[src/mpcl_ram.sv]
// Generic simple dual-port RAM: one write port, one registered read port.
// No dependencies.
`default_nettype none

module mpcl_ram #(
    parameter int WIDTH = 8,
    parameter int DEPTH = 16
) (
    input  wire logic                     i_clk,
    input  wire logic                     i_we,
    input  wire logic [$clog2(DEPTH)-1:0] i_waddr,
    input  wire logic [WIDTH-1:0]         i_wdata,
    input  wire logic [$clog2(DEPTH)-1:0] i_raddr,
    output logic      [WIDTH-1:0]         o_rdata
);

    logic [WIDTH-1:0] r_mem [DEPTH];

    always_ff @(posedge i_clk) begin
        if (i_we) begin
            r_mem[i_waddr] <= i_wdata;
        end
        o_rdata <= r_mem[i_raddr];
    end

endmodule

`default_nettype wire

[config.mk]
export PLATFORM = sky130hd
export DESIGN_NAME = mpcl_ram
export DESIGN_NICKNAME = d
export VERILOG_FILES = /design/src/mpcl_ram.sv
export SDC_FILE = /design/constraint.sdc
export NUM_CORES = 1
export LEC_CHECK = 0
export BUFFER_PORTS_ARGS = -buffer_cell sky130_fd_sc_hd__buf_4
export CAP_MARGIN = 20
export CORE_ASPECT_RATIO = 0.5
export CORE_MARGIN = 10
export CORE_UTILIZATION = 40
export CTS_CLUSTER_SIZE = 28
export DETAILED_ROUTE_END_ITERATION = 10
export SKIP_CTS_REPAIR_TIMING = 1
export SYNTH_ARGS = -nofsm -noshare
export SYNTH_HDL_FRONTEND = slang
export SYNTH_SLANG_ARGS = --single-unit
[constraint.sdc]
create_clock -name i_clk -period 1.7 [get_ports i_clk]
set_input_delay 0.17 -clock i_clk [delete_from_list [all_inputs] [get_ports i_clk]]
set_output_delay 0.17 -clock i_clk [all_outputs]
set_load 0.01 [all_outputs]
==> impl_summary.txt <==
----------------------------------------------------
[Routing]
  First-iteration detailed-routing DRC count ... 219
  Final routed DRC violation total ... 0
  Via density ... between 5 and 6
  Wire length per cell ... about 22 um
  Iteration count of the initial detailed-routing pass ... 5
  Remaining antenna violation count ... 0
  Via count of the routed design ... roughly 2500
  Overall routed net length ... about 10 mm

[Place]
  Pre-CTS setup slack ... -4.87 ps
  Placer Congestion ... 0.730
  Final HPWL from detailed placement ... ~6.5 mm
  # port buffers ... 25

[Clock network]
  Cell chosen for the clock root ... sky130_fd_sc_hd__clkbuf_16
  Worst skew pair latency ... 420 ps
  Clock slew at the register clock pins of the worst setup and hold paths ... ~60 ps
  Clock net sink count ... between 100 and 150
  Clock Tree Buf Depth ... 2
  Number of levels the H-tree was split into ... 4
  CTS Buf Count ... 17
  TritonCTS clock tree ... built

[Logic synthesis]
  Average footprint of a synthesized cell ... approximately 22 um^2
  Cells after synthesis ... around 230
  Count of synthesis-stage warnings from yosys ... 0
  Yosys reg bits ... between 100 and 150
  Post-Syn Nets ... between 200 and 250
  Post-synth design cell area ... between 5000 and 6000 um^2
  Distinct cell type count of the synthesized netlist ... 19
  Synth top area share ... 74.7%
  Biggest area consumer among synthesized cells ... sky130_fd_sc_hd__edfxtp_1
  Top cells by area, synth ... sky130_fd_sc_hd__edfxtp_1, sky130_fd_sc_hd__mux4_2, sky130_fd_sc_hd__mux4_1, sky130_fd_sc_hd__dfxtp_1, sky130_fd_sc_hd__a22oi_1
  Sequential-to-total area share from yosys stat ... between 70 and 80%

[Power]
  Share of power burned in registers ... between 40% and 50%
  Power density normalized to cell area ... 1250 nW/um^2
  Switching fraction of total power ... 19.4%
  Total net switching power ... between 1.5 and 2 mW
  Reported leakage power ... approximately 2.2 nW
  Portion of total power attributed to the clock network ... 47.2%
  Total design power ... 7.89 mW
  Worst vdd rail ir drop ... 750 uV
  Internal power summed over all cells ... between 6 and 7 mW
  Logic gate share of total power ... ~5.0%

[Worst setup path]
  Required time of the critical path ... slightly below 2000 ps
  Flop-to-flop setup slack ... roughly 220 ps
  Crit path to ... o_rdata[7]
  Kind of end point of the critical path ... flip-flop
  Critical Path Slowest Stage Cell ... sky130_fd_sc_hd__mux4_2
  Cell Chain, Critical Path ... mux4_2 -> a22oi_1 -> nand2_1
  Reg-to-reg startpoint ... r_mem[7][7]
  End of the worst register-to-register path ... o_rdata[7]
  Worst endpoint data arrival time ... 1770 ps
  Number of cells on the worst reg-to-reg path ... 3
  Nature of the critical path startpoint ... flip-flop
  Start point of the critical path ... r_mem[7][7]
  Crit path largest cell delay ... about 500 ps
  Start-to-end type of the worst setup path ... reg -> reg
  Largest driver fanout on the critical path ... 1

[Timing]
  Final setup slack of the worst path ... around 220 ps
  Worst slack on hold paths ... between 60 and 70 ps
  Clock period minus final worst setup slack ... between 1000 and 1500 ps
  Total negative slack for setup checks ... 0 ps
  Setup violation total in the final timing report ... 0
  Final worst clock skew ... 8.17 ps
  Number of max-slew violations in the final report ... 0
  Number of hold violations in the final report ... 0
  Worst-margin pin slew ... roughly 470 ps
  Share of the clock period used by the worst path after layout ... just under 90%
  Max Fclk ... a little under 700 MHz
  Relative max-transition margin ... 68.9%
  Unrepaired setup endpoints after global routing ... false

[Floorplanning]
  Area inside the core boundary ... approximately 13000 um^2
  Ports placed on the boundary ... 26
  Die Y ... approximately 100 um
  Total Die Area ... approximately 18000 um^2
  Starting density of the core ... 40.8%
  Die X ... between 150 and 200 um
  Site Rows ... 29

[Finish]
  Antenna cell count ... 0
  Area taken by multi-input logic gates ... between 1000 and 1500 um^2
  Final nets ... between 300 and 400
  Sequential cell area ... approximately 4000 um^2
  Area added between synthesis and finish ... 22.2%
  Filler cell count in the final layout ... roughly 990
  Fraction of final layout cells with drive strength greater than 1 ... ~33%

[Global route]
  Via count of the first global-routing pass ... approximately 2500
  Overflow after GRT ... 0
  Largest net degree at the start of global routing ... 17
  Initial antenna violation count ... 0
  Global-route wire length before repair ... around 15 mm
  Combined global-route utilization of all metal layers ... 11.7%

[Hold path]
  Number of cells traversed by the worst hold path ... 1
  Worst hold path class ... in -> reg

[Job]
  Max-cap violations ... 0

[Status]
  Run status ... finished clean

----------------------------------------------------
## through the flow
step	util [%]	std cells	cell area, um^2
2_1_floorplan	-	229	5150
3_3_place_gp	45.0	440	5680
3_5_place_dp	45.0	440	5680
4_1_cts	49.8	472	6290
5_1_grt	49.8	472	6290
6_report	49.8	472	6290
## state kept, by name, summed over array words and instances (netlist names)
register	count
o_rdata	8
r_mem	128
## cell usage after synthesis
library cell                      count
sky130_fd_sc_hd__nand2b_1             2
sky130_fd_sc_hd__buf_2                3
sky130_fd_sc_hd__nor2_1              13
sky130_fd_sc_hd__buf_6                3
sky130_fd_sc_hd__and2b_1              1
sky130_fd_sc_hd__and2_1               1
sky130_fd_sc_hd__nor2b_1              1
sky130_fd_sc_hd__nor3_1               4
sky130_fd_sc_hd__a22oi_1             16
sky130_fd_sc_hd__dfxtp_1              8
sky130_fd_sc_hd__nand3b_1             2
sky130_fd_sc_hd__buf_4                1
sky130_fd_sc_hd__clkdlybuf4s25_2      3
sky130_fd_sc_hd__mux4_1              14
sky130_fd_sc_hd__or3b_2               1
sky130_fd_sc_hd__edfxtp_1           128
sky130_fd_sc_hd__nand2_1              9
sky130_fd_sc_hd__mux4_2              18
sky130_fd_sc_hd__nand3_1              1
## power by group through the flow
| stage | combinational [mW] | clock, mW | sequential [mW] |
|---|---|---|---|
| after global routing | 0.425 | 3.93 | 3.78 |
| after floorplan | 0.190 | 0 | 3.84 |
| final | 0.394 | 3.73 | 3.77 |
| after detailed placement | 0.398 | 0 | 3.84 |
| after global placement | 0.391 | 0 | 3.84 |
| after CTS | 0.399 | 3.79 | 3.77 |
## routing by layer
metal	up-vias	GRT usage, %	routed length (um)
met1	1309	15.2	4790
met2	69	17.8	4810
li1	1097	-	-
met3	11	3.77	494
met5	-	0	0
met4	0	4.51	116
## logic make-up (layout without fill, tap and decap cells)
kind of cell | Yosys count | count (layout) | synth area share [%]
AO/OA/AOI/OAI | 16 | 16 | 2.33
multiplexers | 32 | 32 | 15.0
AND/OR/NAND/NOR | 35 | 35 | 3.18
buffers and inverters | 10 | 83 | 1.68
flip-flops | 136 | 136 | 77.8
## worst max-delay path, delay by kind of cell, from the launching register on
family	cells	cell delay (ps)
DFF	1	360
AOI/OAI and AO/OA	1	390
and+or+nand+nor	1	110
muxes	1	490
## cells in the final DEF, fill, tap and decap left out, drive strengths merged
master and count:
edfxtp 128, buf 51, mux4 32, clkbuf 17, a22oi 16, nor2 13
nand2 9, dfxtp 8, clkinv 8, nor3 4, bufinv 4, clkinvlp 3
nand3b 2, nand2b 2, nor2b 1, and2 1, and2b 1, nand3 1
or3b 1
## worst min-delay path by stage
stage                     slack, ps       start     endpoint
after floorplan                 270  i_wdata[0]  r_mem[0][0]
after detailed placement        490  i_wdata[2]  r_mem[1][2]
after CTS                        60  i_wdata[2]  r_mem[1][2]
after global routing             70  i_wdata[2]  r_mem[1][2]
final                            70  i_wdata[2]  r_mem[1][2]
after global placement          470  i_wdata[2]  r_mem[3][2]
## layout make-up
type / count / area share [%]
clock buffers: 17 / 6.76
clock inverters: 15 / 2.92
multi-input cells: 83 / 16.8
flip-flops and latches: 136 / 63.6
well taps: 170 / 3.38
repair buffers: 51 / 6.48
(Power assumes the default switching activity.)
